[src/hdl/mlfd_pkg.sv]
// Package for the marker/length frame deframer.
// Holds the parser phase type, word kind codes, register indexes and the
// config and result structs shared by the core and the parser.
`timescale 1ns / 1ps

package mlfd_pkg;

   // Field widths of the byte stream and of the result word.
   localparam int unsigned ByteW  = 8;
   localparam int unsigned LenW   = 16;
   localparam int unsigned KindW  = 3;
   localparam int unsigned CsrIdxW = 3;
   localparam int unsigned CsrDataW = 16;

   // Kind of each result word.
   localparam logic [KindW-1:0] KIND_NONE   = 3'd0;
   localparam logic [KindW-1:0] KIND_DATA   = 3'd1;
   localparam logic [KindW-1:0] KIND_GOOD   = 3'd2;
   localparam logic [KindW-1:0] KIND_BADEND = 3'd3;
   localparam logic [KindW-1:0] KIND_REJECT = 3'd4;

   // Configuration register indexes.
   localparam logic [CsrIdxW-1:0] REG_START_ONE = 3'd0;
   localparam logic [CsrIdxW-1:0] REG_START_TWO = 3'd1;
   localparam logic [CsrIdxW-1:0] REG_END_ONE   = 3'd2;
   localparam logic [CsrIdxW-1:0] REG_END_TWO   = 3'd3;
   localparam logic [CsrIdxW-1:0] REG_MAX_LEN   = 3'd4;

   // Register reset values.
   localparam logic [ByteW-1:0] RST_START_ONE = 8'd170;
   localparam logic [ByteW-1:0] RST_START_TWO = 8'd85;
   localparam logic [ByteW-1:0] RST_END_ONE   = 8'd85;
   localparam logic [ByteW-1:0] RST_END_TWO   = 8'd170;
   localparam logic [LenW-1:0]  RST_MAX_LEN   = 16'd1024;

   // Parser phase.
   typedef enum logic [2:0] {
      PH_HUNT_ONE = 3'd0,
      PH_HUNT_TWO = 3'd1,
      PH_LEN_LO   = 3'd2,
      PH_LEN_HI   = 3'd3,
      PH_PAYLOAD  = 3'd4,
      PH_END      = 3'd5
   } phase_type;

   // Marker and limit settings handed to the parser.
   typedef struct packed {
      logic [ByteW-1:0] start_one;
      logic [ByteW-1:0] start_two;
      logic [ByteW-1:0] end_one;
      logic [ByteW-1:0] end_two;
      logic [LenW-1:0]  max_len;
   } cfg_type;

   // One result word.
   typedef struct packed {
      logic [KindW-1:0] kind;
      logic [ByteW-1:0] data;
      logic [LenW-1:0]  length;
   } result_type;

endpackage

[src/hdl/marker_length_frame_deframer_core.sv]
// Top level of the marker/length frame deframer.
// Holds the input and result registers and the configuration registers.
// Depends on mlfd_pkg and mlfd_parse.
`timescale 1ns / 1ps

// Usage:
// The req_ stream carries one received byte per word. For every byte taken
// the rsp_ stream returns exactly one word: its kind (nothing, payload byte,
// frame good, bad end marker, length rejected) in rsp_tuser and the payload
// byte and frame length in rsp_tdata. The consumer drops the payload bytes
// of a frame whose end word reports a bad end marker or a rejected length.
// The csr_ port writes the start markers, end markers and length limit;
// write it only while no byte is in flight.
// Timing: a taken byte is held in the input register, parsed, and its
// result is loaded into the result register once that register is free,
// which drives rsp_. Throughput is one byte per cycle while rsp_tready
// keeps the result register free, set by the combinational parse between
// the input and result registers. When rsp_tready is low the result
// register holds and the input register still takes one more byte before
// req_tready drops.
// Reset clears both registers, returns the parser to hunting for the first
// start byte and loads the default markers and limit.

module marker_length_frame_deframer_core (
   input  logic                                clock,
   input  logic                                reset,
   // Byte stream in.
   input  logic                                req_tvalid,
   output logic                                req_tready,
   input  logic [mlfd_pkg::ByteW-1:0]          req_tdata,   // [7:0] in_byte
   // Result stream out.
   output logic                                rsp_tvalid,
   input  logic                                rsp_tready,
   output logic [mlfd_pkg::ByteW+mlfd_pkg::LenW-1:0] rsp_tdata, // [7:0] out_data,
                                                               // [23:8] frame_length
   output logic [mlfd_pkg::KindW-1:0]          rsp_tuser,   // [2:0] out_kind
   // Configuration writes.
   input  logic                                csr_we,
   input  logic [mlfd_pkg::CsrIdxW-1:0]        csr_index,
   input  logic [mlfd_pkg::CsrDataW-1:0]       csr_wdata
);

   logic                          in_valid_ff;
   logic [mlfd_pkg::ByteW-1:0]    in_byte_ff;
   logic                          out_valid_ff;
   mlfd_pkg::result_type          out_ff;
   mlfd_pkg::result_type          result;
   mlfd_pkg::cfg_type             cfg_ff;
   logic                          advance;

   // A held byte moves to the result register when that register is free.
   assign advance    = in_valid_ff && (!out_valid_ff || rsp_tready);
   assign req_tready = !in_valid_ff || advance;

   // Input register.
   always_ff @(posedge clock) begin
      if (reset) begin
         in_valid_ff <= 1'b0;
      end else if (req_tready) begin
         in_valid_ff <= req_tvalid;
      end
   end

   always_ff @(posedge clock) begin
      if (req_tready && req_tvalid) begin
         in_byte_ff <= req_tdata;
      end
   end

   // Parser.
   mlfd_parse u_parse (
      .clock   (clock),
      .reset   (reset),
      .step    (advance),
      .in_byte (in_byte_ff),
      .cfg     (cfg_ff),
      .result  (result)
   );

   // Result register.
   always_ff @(posedge clock) begin
      if (reset) begin
         out_valid_ff <= 1'b0;
      end else if (advance) begin
         out_valid_ff <= 1'b1;
      end else if (rsp_tready) begin
         out_valid_ff <= 1'b0;
      end
   end

   always_ff @(posedge clock) begin
      if (advance) begin
         out_ff <= result;
      end
   end

   assign rsp_tvalid = out_valid_ff;
   assign rsp_tuser  = out_ff.kind;
   assign rsp_tdata  = {out_ff.length, out_ff.data};

   // Configuration registers; unknown indexes are ignored.
   always_ff @(posedge clock) begin
      if (reset) begin
         cfg_ff.start_one <= mlfd_pkg::RST_START_ONE;
         cfg_ff.start_two <= mlfd_pkg::RST_START_TWO;
         cfg_ff.end_one   <= mlfd_pkg::RST_END_ONE;
         cfg_ff.end_two   <= mlfd_pkg::RST_END_TWO;
         cfg_ff.max_len   <= mlfd_pkg::RST_MAX_LEN;
      end else if (csr_we) begin
         case (csr_index)
            mlfd_pkg::REG_START_ONE: cfg_ff.start_one <= csr_wdata[mlfd_pkg::ByteW-1:0];
            mlfd_pkg::REG_START_TWO: cfg_ff.start_two <= csr_wdata[mlfd_pkg::ByteW-1:0];
            mlfd_pkg::REG_END_ONE:   cfg_ff.end_one   <= csr_wdata[mlfd_pkg::ByteW-1:0];
            mlfd_pkg::REG_END_TWO:   cfg_ff.end_two   <= csr_wdata[mlfd_pkg::ByteW-1:0];
            mlfd_pkg::REG_MAX_LEN:   cfg_ff.max_len   <= csr_wdata[mlfd_pkg::LenW-1:0];
            default: begin
               cfg_ff <= cfg_ff;
            end
         endcase
      end
   end

endmodule

[src/hdl/mlfd_parse.sv]
// Frame parser for the marker/length frame deframer.
// Holds the hunt/length/payload/end state and maps one byte to one result.
// Depends on mlfd_pkg.
`timescale 1ns / 1ps

module mlfd_parse (
   input  logic                          clock,
   input  logic                          reset,
   input  logic                          step,
   input  logic [mlfd_pkg::ByteW-1:0]    in_byte,
   input  mlfd_pkg::cfg_type             cfg,
   output mlfd_pkg::result_type          result
);

   mlfd_pkg::phase_type             phase_ff, phase_in;
   logic [mlfd_pkg::LenW-1:0]       payload_len_ff, payload_len_in;
   logic [mlfd_pkg::LenW-1:0]       bytes_left_ff, bytes_left_in;
   logic                            end_one_ff, end_one_in;
   logic [mlfd_pkg::LenW-1:0]       full_len;
   logic                            len_reject;

   // Full length once the high byte arrives, and the limit check.
   assign full_len   = {in_byte, payload_len_ff[mlfd_pkg::ByteW-1:0]};
   assign len_reject = (full_len >= cfg.max_len);

   // Next state.
   always_comb begin
      phase_in       = phase_ff;
      payload_len_in = payload_len_ff;
      bytes_left_in  = bytes_left_ff;
      end_one_in     = end_one_ff;
      case (phase_ff)
         mlfd_pkg::PH_HUNT_ONE: begin
            if (in_byte == cfg.start_one) begin
               phase_in = mlfd_pkg::PH_HUNT_TWO;
            end
         end
         mlfd_pkg::PH_HUNT_TWO: begin
            if (in_byte == cfg.start_two) begin
               phase_in = mlfd_pkg::PH_LEN_LO;
            end else if (in_byte != cfg.start_one) begin
               phase_in = mlfd_pkg::PH_HUNT_ONE;
            end
         end
         mlfd_pkg::PH_LEN_LO: begin
            payload_len_in = {{(mlfd_pkg::LenW-mlfd_pkg::ByteW){1'b0}}, in_byte};
            phase_in       = mlfd_pkg::PH_LEN_HI;
         end
         mlfd_pkg::PH_LEN_HI: begin
            payload_len_in = full_len;
            if (len_reject) begin
               phase_in = mlfd_pkg::PH_HUNT_ONE;
            end else begin
               bytes_left_in = full_len;
               end_one_in    = 1'b0;
               phase_in      = (full_len == '0) ? mlfd_pkg::PH_END : mlfd_pkg::PH_PAYLOAD;
            end
         end
         mlfd_pkg::PH_PAYLOAD: begin
            bytes_left_in = bytes_left_ff - {{(mlfd_pkg::LenW-1){1'b0}}, 1'b1};
            if (bytes_left_ff == {{(mlfd_pkg::LenW-1){1'b0}}, 1'b1}) begin
               end_one_in = 1'b0;
               phase_in   = mlfd_pkg::PH_END;
            end
         end
         mlfd_pkg::PH_END: begin
            if (!end_one_ff) begin
               if (in_byte == cfg.end_one) begin
                  end_one_in = 1'b1;
               end else begin
                  phase_in = mlfd_pkg::PH_HUNT_ONE;
               end
            end else begin
               end_one_in = 1'b0;
               phase_in   = mlfd_pkg::PH_HUNT_ONE;
            end
         end
         default: begin
            phase_in = mlfd_pkg::PH_HUNT_ONE;
         end
      endcase
   end

   // Result word for the current byte.
   always_comb begin
      result = '{kind: mlfd_pkg::KIND_NONE, data: '0, length: '0};
      case (phase_ff)
         mlfd_pkg::PH_LEN_HI: begin
            if (len_reject) begin
               result.kind   = mlfd_pkg::KIND_REJECT;
               result.length = full_len;
            end
         end
         mlfd_pkg::PH_PAYLOAD: begin
            result.kind = mlfd_pkg::KIND_DATA;
            result.data = in_byte;
         end
         mlfd_pkg::PH_END: begin
            if (!end_one_ff) begin
               if (in_byte != cfg.end_one) begin
                  result.kind   = mlfd_pkg::KIND_BADEND;
                  result.length = payload_len_ff;
               end
            end else begin
               result.kind   = (in_byte == cfg.end_two) ? mlfd_pkg::KIND_GOOD
                                                        : mlfd_pkg::KIND_BADEND;
               result.length = payload_len_ff;
            end
         end
         default: begin
            result.kind = mlfd_pkg::KIND_NONE;
         end
      endcase
   end

   // State registers advance once per processed byte.
   always_ff @(posedge clock) begin
      if (reset) begin
         phase_ff       <= mlfd_pkg::PH_HUNT_ONE;
         payload_len_ff <= '0;
         bytes_left_ff  <= '0;
         end_one_ff     <= 1'b0;
      end else if (step) begin
         phase_ff       <= phase_in;
         payload_len_ff <= payload_len_in;
         bytes_left_ff  <= bytes_left_in;
         end_one_ff     <= end_one_in;
      end
   end

endmodule

[config.mk]
export PLATFORM = sky130hd
export DESIGN_NAME = marker_length_frame_deframer_core
export DESIGN_NICKNAME = d
export VERILOG_FILES = /design/src/hdl/mlfd_pkg.sv /design/src/hdl/marker_length_frame_deframer_core.sv /design/src/hdl/mlfd_parse.sv
export SDC_FILE = /design/constraint.sdc
export NUM_CORES = 1
export LEC_CHECK = 0
export ABC_AREA = 1
export ABC_CLOCK_PERIOD_IN_PS = 5560
export BUFFER_PORTS_ARGS = -buffer_cell sky130_fd_sc_hd__clkbuf_2
export CAP_MARGIN = 15
export CORE_MARGIN = 2
export CORE_UTILIZATION = 25
export DETAILED_ROUTE_END_ITERATION = 10
export GPL_ROUTABILITY_DRIVEN = 0
export REMOVE_ABC_BUFFERS = 1
export SYNTH_ARGS = -nofsm -noshare
export SYNTH_HDL_FRONTEND = slang
export SYNTH_HIERARCHICAL = 1
export SYNTH_SLANG_ARGS = --single-unit
[constraint.sdc]
create_clock -name clock -period 5.56 [get_ports clock]
set_clock_uncertainty 0.05 [all_clocks]
set_input_delay 0.556 -clock clock [delete_from_list [all_inputs] [get_ports clock]]
set_output_delay 0.556 -clock clock [all_outputs]
set_load 0.02 [all_outputs]
==> flow_summary.toml, run 1 <==
[global_routing]
grt_pass1_wl_um = 27600
met2_usage_pct = 20.9
grt_usage_pct = 13.5
use_met3_pct = 3.74
grt_pass1_vias = 5217
antenna_found_initial = 0
use_met1_pct = 18.3
grt_overflow = 0
busiest_layer = "met2"
grt_max_degree = 49

[critical_path]
cp_common_cell = "a21oi_1"
slowest_delay_ns = 0.56
crit_path_top_delay_cell = "a21oi_2"
worstPathRequired_ns = 5.86
critPathCaptureType = "flop"
cp_cell_sequence = "ha_1, a21oi_1, o21ai_0, nor2_1, nand3_2, a21oi_2, nand2_1, a21oi_1"
cp_max_fo = 12
rrSetupSlack_ns = 3.04
timing.rr.start = "in_byte_ff[7]$_DFFE_PP_"
reg2reg_depth = 8
startpoint = "in_byte_ff[7]$_DFFE_PP_"
arrival_ns = 2.82
timing_worst_setup_path_type = "flop to flop"
cp-start-kind = "flop"
worstReg2RegEnd = "u_parse/bytes_left_ff[15]$_SDFFE_PP0P_"
crit_buf_inv = 0
cp_top_family = "compound AO/OA/AOI/OAI gates"

[power]
clkPwrFrac_pct = 49.2
p_int_uw = 1650
p_leak_uw = 0.00325
ir_worst_vdd_mv = 0.154
p_sw_share_pct = 25.2
pwr-share-comb_pct = 7.5
seqPwrFrac_pct = 43.3
power_density_mw_per_mm2 = 296
p_sw_uw = 554

[synth]
synthFlopType = "dfxtp_1"
yosys_warnings = 6
syn_inst = 858
avgSynthCellArea_um2 = 7.32
synth.distinct_cells = 35
async_flop_share_pct = 0
ys_ff_latch = 121
synthesis.area_mm2 = 0.00628
synth_edf_count = 35
ys_seq_area_share_pct = 44.1

[run_status]
status = "finished clean"

[cts]
cts_tree = "yes"
cts_setup_buffers = 0
holdBufCountCts = 0
cts_inserted_buffers = 17
worstSkewPairLatency_ns = 0.42
cts_max_level = 4
clock-sinks = 121
cts-resized-gates = 0
cts_root_buf = "clkbuf_16"
clk_path_buf_depth = 2
cts.reportedPaths.clkPinSlew_ns = 0.06

[timing]
timing.fmax_mhz = 396
rsz0062_at_grt = "no"
hold_slack_ns = 0.255
relSlewSlack_pct = 45.8
drv_slew = 0
min_period_over_period_pct = 45.4
setup_tns_ns = 0
finalHoldViolCount = 0
setup_viol = 0
fin_crit_ns = 2.52
worstMarginPinSlew_ns = 0.812

[finish]
antenna_cells = 0
area_growth_pct = 18.4
final_cell_mix = "226 x nand2_1, 129 x nor2_1, 90 x inv_1"
drive_gt1_share_pct = 14.6
finalNetCount = 960
mostFrequentLayoutCell = "nand2_1"

[detailed_routing]
avgRoutedWirePerCell_um = 13.9
drtIter0Drc = 373
drc = 0
antenna_left = 0
first_pass_iters = 7
drt_wl_total_um = 17400
route.vias.total = 5565
post_drt_via_cell_ratio = 4.44

[hold_path]
holdCritStartpoint = "req_tdata[3]"
hp-class = "primary input to flop"
min_delay_worst_endpoint = "in_byte_ff[3]$_DFFE_PP_"
worstHoldPathCells = 1

[die]
start_util_pct = 25.2
die_h_um = 163
rows = 58
die_x_um = 163
coreArea_mm2 = 0.0249
die-area_mm2 = 0.0264
io_pins = 61

[place]
hpwl_um = 12500
port_buffers = 60

[job]
drv_cap = 0
power groups by stage:
stage	Clock [µW]	Combinational [µW]	Sequential [µW]
3_5_place_dp	0	165	973
2_1_floorplan	0	96.5	975
4_1_cts	1100	166	954
5_1_grt	1140	186	957
6_report	1080	165	954
3_3_place_gp	0	164	972
flip-flops by register name, indices dropped and copies added, names as in the netlist:
signal / flops
rsp_tdata: 24
u_parse/bytes_left_ff: 16
u_parse/payload_len_ff: 16
rsp_tuser: 3
in_valid_ff: 1
u_parse/phase_ff: 3
cfg_ff: 48
in_byte_ff: 8
u_parse/end_one_ff: 1
rsp_tvalid: 1
through the flow:
step	cell area, µm²	total power [µW]	util [%]	instances	worst slack, ns
floorplan	6090	1070	-	827	1.77
global route	7440	2290	29.9	1253	2.85
CTS	7440	2220	29.9	1253	3.08
detailed placement	6840	1140	27.5	1221	3.10
global placement	6840	1140	27.5	1221	3.14
finish	7440	2200	29.9	1253	3.04
cells by family (layout without fill, tap and decap cells):
kind of cell               Yosys count  in the layout  share of synthesized area, %
xor gates and xnor gates            13             13                          1.81
and+or+nand+nor                    474            474                          32.3
buffers and inverters              132            197                          9.14
DFF                                121            121                          44.1
adders and majority gates           18             18                          3.59
AOI/OAI and AO/OA                  100            100                          9.06
worst register-to-register path, delay by kind of cell (launching register included):
family | cells | cell delay [ns]
flops | 1 | 0.51
compound gates | 4 | 0.98
simple gates | 3 | 0.53
fa+ha+maj | 1 | 0.38
layout make-up:
type	instances	area, µm²
Clock buffer	21	514
Clock inverter	11	81.3
Fill cell	2690	17500
Inverter	101	382
Multi-Input combinational cell	605	2950
Sequential cell	121	2770
Tap cell	330	413
Timing Repair Buffer	64	330
cells in the mapped netlist (8+ instances only):
cell type    n  share of area, %
nand2_1    226                14
nand3_1     71               5.7
nor3_1      10              0.80
nor2_1     129               7.7
a32o_1       8               1.3
o21ai_0     35               2.8
inv_2       10              0.60
a21oi_1     48               3.8
nor2_2       8              0.80
inv_1       90               5.4
clkbuf_1     9              0.54
edfxtp_1    35                17
dfxtp_1     86                27
buf_2       10              0.80
ha_1        18               3.6
how the worst max path moves through the flow:
stage                                             endpoint  slack (ns)  cells after the start
finish              u_parse/bytes_left_ff[15]$_SDFFE_PP0P_        3.04                      8
global route         u_parse/bytes_left_ff[7]$_SDFFE_PP0P_        2.85                      8
CTS                 u_parse/bytes_left_ff[15]$_SDFFE_PP0P_        3.08                      8
detailed placement  u_parse/bytes_left_ff[10]$_SDFFE_PP0P_        3.10                      9
global placement    u_parse/bytes_left_ff[10]$_SDFFE_PP0P_        3.14                     11
floorplan           u_parse/payload_len_ff[0]$_SDFFE_PP0P_        1.77                      8
per-layer routing:
layer / up-vias / part of all wire [%]
li1: 2854 / -
met1: 2543 / 48
met2: 149 / 45
met3: 19 / 5.9
met4: 0 / 1.5
met5: - / 0
Note: power is estimated with default switching activity, not from simulation.
==> run 2: changes to the inputs <==
ABC_AREA = 0   (was 1)
ABC_CLOCK_PERIOD_IN_PS = 2500   (was 5560)
clock period = 2.5 ns   (was 5.56 ns; I/O delays follow)
==> run 2 against run 1 <==
Register-to-register slack got worse by 2.9 ns. Final area increased by 3.9%. Highest routed layer unchanged. Worst setup slack got worse by 2.9 ns. Core utilization increased by 1.8 points.
==> flow_summary.toml, run 2 <==
[run_status]
status = "finished clean"

[critical_path]
rrSetupSlack_ns = 0.12
startpoint = "in_byte_ff[5]$_DFFE_PP_"
reg2reg_depth = 8
worstReg2RegEnd = "u_parse/bytes_left_ff[2]$_SDFFE_PP0P_"
crit_path_top_delay_cell = "edfxtp_1"
cp_cell_sequence = "ha_4, nand4_1, or2_1, a311o_1, and3_2, o21ai_4, buf_6, o32ai_1"
endpoint = "u_parse/bytes_left_ff[2]$_SDFFE_PP0P_"
slowest_delay_ns = 0.44
timing_worst_setup_path_type = "flop to flop"
cp_max_fo = 7
critPathCaptureType = "flop"
cp-start-kind = "flop"
arrival_ns = 2.63
cp_top_family = "simple AND/OR/NAND/NOR gates"
worstPathRequired_ns = 2.75
timing.rr.start = "in_byte_ff[5]$_DFFE_PP_"
cp.depth = 8
crit_buf_inv = 1

[synth]
ys_ff_latch = 121
avgSynthCellArea_um2 = 9.64
syn_inst = 645
yosys.area.top_type_share_pct = 27.7
synth_top_cell_by_area = "dfxtp_1"
synth_most_common_cell = "dfxtp_1"
synthesis.area_mm2 = 0.00621
synth_edf_count = 35
ys_seq_area_share_pct = 44.6
async_flop_share_pct = 0
synth.distinct_cells = 55
synthTopCellsByCount = "86 x dfxtp_1, 63 x nand2b_1, 51 x a21oi_1"
yosys_warnings = 6
synthFlopType = "dfxtp_1"
synth_area_leaders = "dfxtp_1 28%, edfxtp_1 17%, mux2i_1 7.9%"

[global_routing]
grt_usage_pct = 12.8
use_met3_pct = 3.60
met2_usage_pct = 19.3
grt_max_degree = 60
busiest_layer = "met2"
antenna_found_initial = 0
use_met1_pct = 17.7
grt_overflow = 0
grt_pass1_wl_um = 25800
grt_pass1_vias = 4712

[finish]
antenna_cells = 0
final_cell_area_mm2 = 0.00773
finalNetCount = 768
final_cell_mix = "86 x dfxtp_1, 63 x nand2b_1, 59 x clkbuf_2"
regArea_mm2 = 0.00277
nFillCells = 2538
largest_reg_flops = 48
finish.utilization_pct = 31.7
area_growth_pct = 24.3
multi_input_area_mm2 = 0.00313
mostFrequentLayoutCell = "dfxtp_1"
drive_gt1_share_pct = 20.2
top_register = "cfg_ff"

[timing]
min_period_over_period_pct = 95.4
worstMarginPinSlew_ns = 0.698
finalHoldViolCount = 0
drv_slew = 0
relSlewSlack_pct = 53.2
setup_viol = 0
fin_crit_ns = 2.38
rsz0062_at_grt = "no"
setup_ws_ns = 0.115
timing.fmax_mhz = 419

[detailed_routing]
drc = 0
drtIter0Drc = 383
avgRoutedWirePerCell_um = 15.4
drt_wl_total_um = 16200
antenna_left = 0
first_pass_iters = 5
post_drt_via_cell_ratio = 4.67
route.vias.total = 4931

[place]
dp_slack_ns = 0.0833
hpwl_um = 11300
dpl_cell_area_mm2 = 0.00693
port_buffers = 60

[cts]
cts.reportedPaths.clkPinSlew_ns = 0.06
worstSkewPairLatency_ns = 0.42
cts_root_buf = "clkbuf_16"
clock-sinks = 121
cts_inserted_buffers = 17
clk_path_buf_depth = 2
cts_max_level = 4
cts_tree = "yes"
cts_setup_buffers = 0

[hold_path]
hp-class = "primary input to flop"

[die]
coreArea_mm2 = 0.0244
start_util_pct = 25.5
rows = 57
die-area_mm2 = 0.0261
die_x_um = 162
die_h_um = 162
io_pins = 61

[power]
p_leak_uw = 0.00293
ir_worst_vdd_mv = 0.323
power_density_mw_per_mm2 = 665
power_uw = 5140

[job]
drv_cap = 0
[run 2: changes by cell type after synthesis, moves of 21 or more]
cell,delta
nand3_1,-65
mux2i_1,+49
nand2b_1,+63
nor2_1,-79
nand2_1,-204
inv_1,-67
clkbuf_1,+21
[run 2: worst min-delay path, stage by stage]
cell and delay (ns):
clkbuf_2 0.09, nand2b_1 0.06, mux2i_1 0.06
[run 2: kinds of logic (layout without fill, tap and decap cells)]
kind of cell               after synthesis  count (layout)  share of synthesized area (%)
buffers and inverters                   73             159                           5.64
xor gates and xnor gates                32              32                           4.51
muxes                                   51              51                           8.25
adders and majority gates               18              18                           3.62
and+or+nand+nor                        224             224                           20.6
AOI/OAI and AO/OA                      126             126                           12.8
DFF                                    121             121                           44.6
[run 2: where the power goes]
group	total (µW)	internal [µW]	switching (µW)	leakage, µW
sequential	2080	2060	20.6	0.00104
clock	2700	1760	942	0.000315
combinational	352	142	211	0.00158
total	5140	3960	1170	0.00293
[run 2: how the worst min path moves through the flow]
| stage | start | end | slack [ns] | cells after the start |
|---|---|---|---|---|
| floorplan | reset | u_parse/phase_ff[1]$_SDFFE_PP0P_ | 0.26 | 1 |
| global placement | req_tdata[2] | in_byte_ff[2]$_DFFE_PP_ | 0.38 | 1 |
| detailed placement | req_tdata[2] | in_byte_ff[2]$_DFFE_PP_ | 0.38 | 1 |
| CTS | csr_wdata[9] | cfg_ff[9]$_SDFFE_PP0P_ | 0.03 | 3 |
| global route | csr_wdata[14] | cfg_ff[14]$_SDFFE_PP0P_ | 0.04 | 3 |
| finish | csr_wdata[12] | cfg_ff[12]$_SDFFE_PP0P_ | 0.04 | 3 |
[run 2: through the flow]
step,TNS (ns),hold WS (ns),instances
finish,0,0.0351,1055
global route,0,0.0437,1055
CTS,0,0.0350,1054
detailed placement,0,0.380,1013
global placement,0,0.382,1013
floorplan,-6.59,0.262,595
[run 2: per-layer routing]
metal  part of all wire [%]  vias to the layer above
met2                     43                      126
met4                    1.4                        0
met3                    5.5                       19
met1                     50                     2340
li1                       -                     2446
met5                      0                        -
[run 2: final cells by class]
type | count | area share [%]
repair buffers | 104 | 8.74
well taps | 324 | 5.25
multi-input cells | 451 | 40.6
flip-flops and latches | 121 | 35.9
clock buffers | 19 | 6.01
inverters | 23 | 1.12
clock inverters | 13 | 2.45
[run 2: what timing repair did]
item                                    in CTS  in global routing
hold buffers                                 9                  0
endpoints found under the hold margin        9                  0
resized for setup                            0                 12
endpoints found under the setup margin       0                 25
==> run 3: changes to the inputs <==
HOLD_SLACK_MARGIN = 0.05   (was not set)
SETUP_SLACK_MARGIN = 0.5   (was not set)
==> run 3 against run 2 <==
Combinational power up 20%. Critical path depth is 1 higher. Die area stayed put. Critical endpoint is now rsp_tdata[16]$_DFFE_PP_. Sequential power about the same. Hold slack improved by 0.023 ns. Sequential share of layout area shrank 2.3 points. Worst setup slack got worse by 0.0075 ns. First-iteration DRC count down 10%.
==> flow_summary.toml, run 3 (synthesized netlist as in run 2, its figures left out) <==
[critical_path]
cp_max_fo = 4
slowest_delay_ns = 0.40
cp_cell_sequence = "ha_1, nand4_1, buf_4, nor2_4, nor4_4, o211ai_1, buf_4, and2_4, a22o_1"
cp_common_cell = "buf_4"
crit_path_top_delay_cell = "edfxtp_1"
worstPathRequired_ns = 2.63
cp-start-kind = "flop"
arrival_ns = 2.52
reg2reg_depth = 9
timing_worst_setup_path_type = "flop to flop"
critPathCaptureType = "flop"

[detailed_routing]
drt_wl_total_um = 17100
post_drt_via_cell_ratio = 4.70
route.vias.total = 5074
avgRoutedWirePerCell_um = 15.8
antenna_left = 0
drc = 0
first_pass_iters = 5
drtIter0Drc = 343

[job]
drv_cap = 0

[finish]
final_cell_area_mm2 = 0.00826
area_growth_pct = 32.9
antenna_cells = 0
finalNetCount = 792
finish.utilization_pct = 33.9
final_cell_mix = "84 x dfxtp_1, 63 x nand2b_1, 59 x clkbuf_2"
drive_gt1_share_pct = 27.2
mostFrequentLayoutCell = "dfxtp_1"
largest_reg_flops = 48
top_register = "cfg_ff"

[power]
power_density_mw_per_mm2 = 631
p_leak_uw = 0.00312
power_uw = 5210
ir_worst_vdd_mv = 0.325

[cts]
cts_tree = "yes"
clock-sinks = 121
cts.reportedPaths.clkPinSlew_ns = 0.06
worstSkewPairLatency_ns = 0.42
cts_root_buf = "clkbuf_16"
clk_path_buf_depth = 2
cts_max_level = 4
cts_inserted_buffers = 17

[timing]
relSlewSlack_pct = 53.1
fin_crit_ns = 2.39
setup_tns_ns = 0
worstMarginPinSlew_ns = 0.700
setup_viol = 0
rsz0062_at_grt = "yes"
min_period_over_period_pct = 95.7
finalHoldViolCount = 0
drv_slew = 0
timing.fmax_mhz = 418

[global_routing]
grt_usage_pct = 13.1
antenna_found_initial = 0
grt_max_degree = 60
grt_pass1_vias = 4850
grt_overflow = 0
grt_pass1_wl_um = 26400

[die]
die_x_um = 162
coreArea_mm2 = 0.0244
start_util_pct = 25.5
rows = 57
die_h_um = 162
io_pins = 61
die-area_mm2 = 0.0261

[place]
dpl_cell_area_mm2 = 0.00693
port_buffers = 60
hpwl_um = 11300

[run_status]
status = "finished clean"

[hold_path]
worstHoldPathCells = 3
hp-class = "primary input to flop"
==> run 3: cell types whose count changed in the layout (fill, tap and decap cells not counted), sizes merged <==
cell | previous run | this run
and2 | 5 | 6
dlygate4sd3 | 9 | 16
buf | 36 | 52
==> run 3: through the flow <==
step,hold WS [ns],std cells,setup WS (ns)
2_1_floorplan,0.262,595,-0.444
3_3_place_gp,0.382,1013,0.141
3_5_place_dp,0.380,1013,0.0833
4_1_cts,0.0505,1066,0.186
5_1_grt,0.0542,1079,0.00618
6_report,0.0581,1079,0.108
==> run 3: critical path: cells and delay by family (launching register included) <==
family,cells,cell delay (ns)
AND/OR/NAND/NOR,4,0.61
AO/OA/AOI/OAI,2,0.41
flip-flops,1,0.40
buffers and inverters,2,0.37
adder cells (fa/ha/maj),1,0.32
==> run 3: worst paths after layout <==
check	startpoint	to	slack, ns
setup / recovery	in_byte_ff[7]$_DFFE_PP_	rsp_tdata[16]$_DFFE_PP_	0.11
hold / removal	csr_wdata[8]	cfg_ff[8]$_SDFFE_PP0P_	0.06
setup reg to reg	in_byte_ff[7]$_DFFE_PP_	rsp_tdata[16]$_DFFE_PP_	0.11
hold reg to reg	in_valid_ff$_SDFFE_PP0P_	rsp_tvalid$_SDFFE_PP0P_	0.41
==> run 3: what timing repair did <==
action,4_1_cts,5_1_grt
buffers inserted,4,12
pin swaps,31,19
endpoints found under the setup margin,39,55
endpoints found under the hold margin,16,0
resized for setup,40,35
hold buffers,16,0
gates cloned,1,1
==> run 3: where the power goes <==
group          total [µW]  switching [µW]  internal [µW]
Combinational         421             242            179
Clock                2710             949           1760
Sequential           2080            21.5           2060
Total                5210            1210           4000
==> run 3: layout make-up <==
cell class,instances,area (µm²)
Inverter,23,86.3
Timing Repair Buffer,127,893
Sequential cell,121,2780
Tap cell,324,405
Multi-Input combinational cell,452,3440
Clock buffer,19,464
Clock inverter,13,189
Fill cell,2483,16100
==> run 3: per-layer routing <==
| layer | share of wire, % | up-vias | GRT usage (%) |
|---|---|---|---|
| li1 | - | 2494 | - |
| met1 | 49 | 2430 | 18.2 |
| met2 | 45 | 130 | 19.8 |
| met3 | 5.0 | 20 | 3.65 |
| met4 | 1.4 | 0 | 4.10 |
| met5 | 0 | - | 0 |
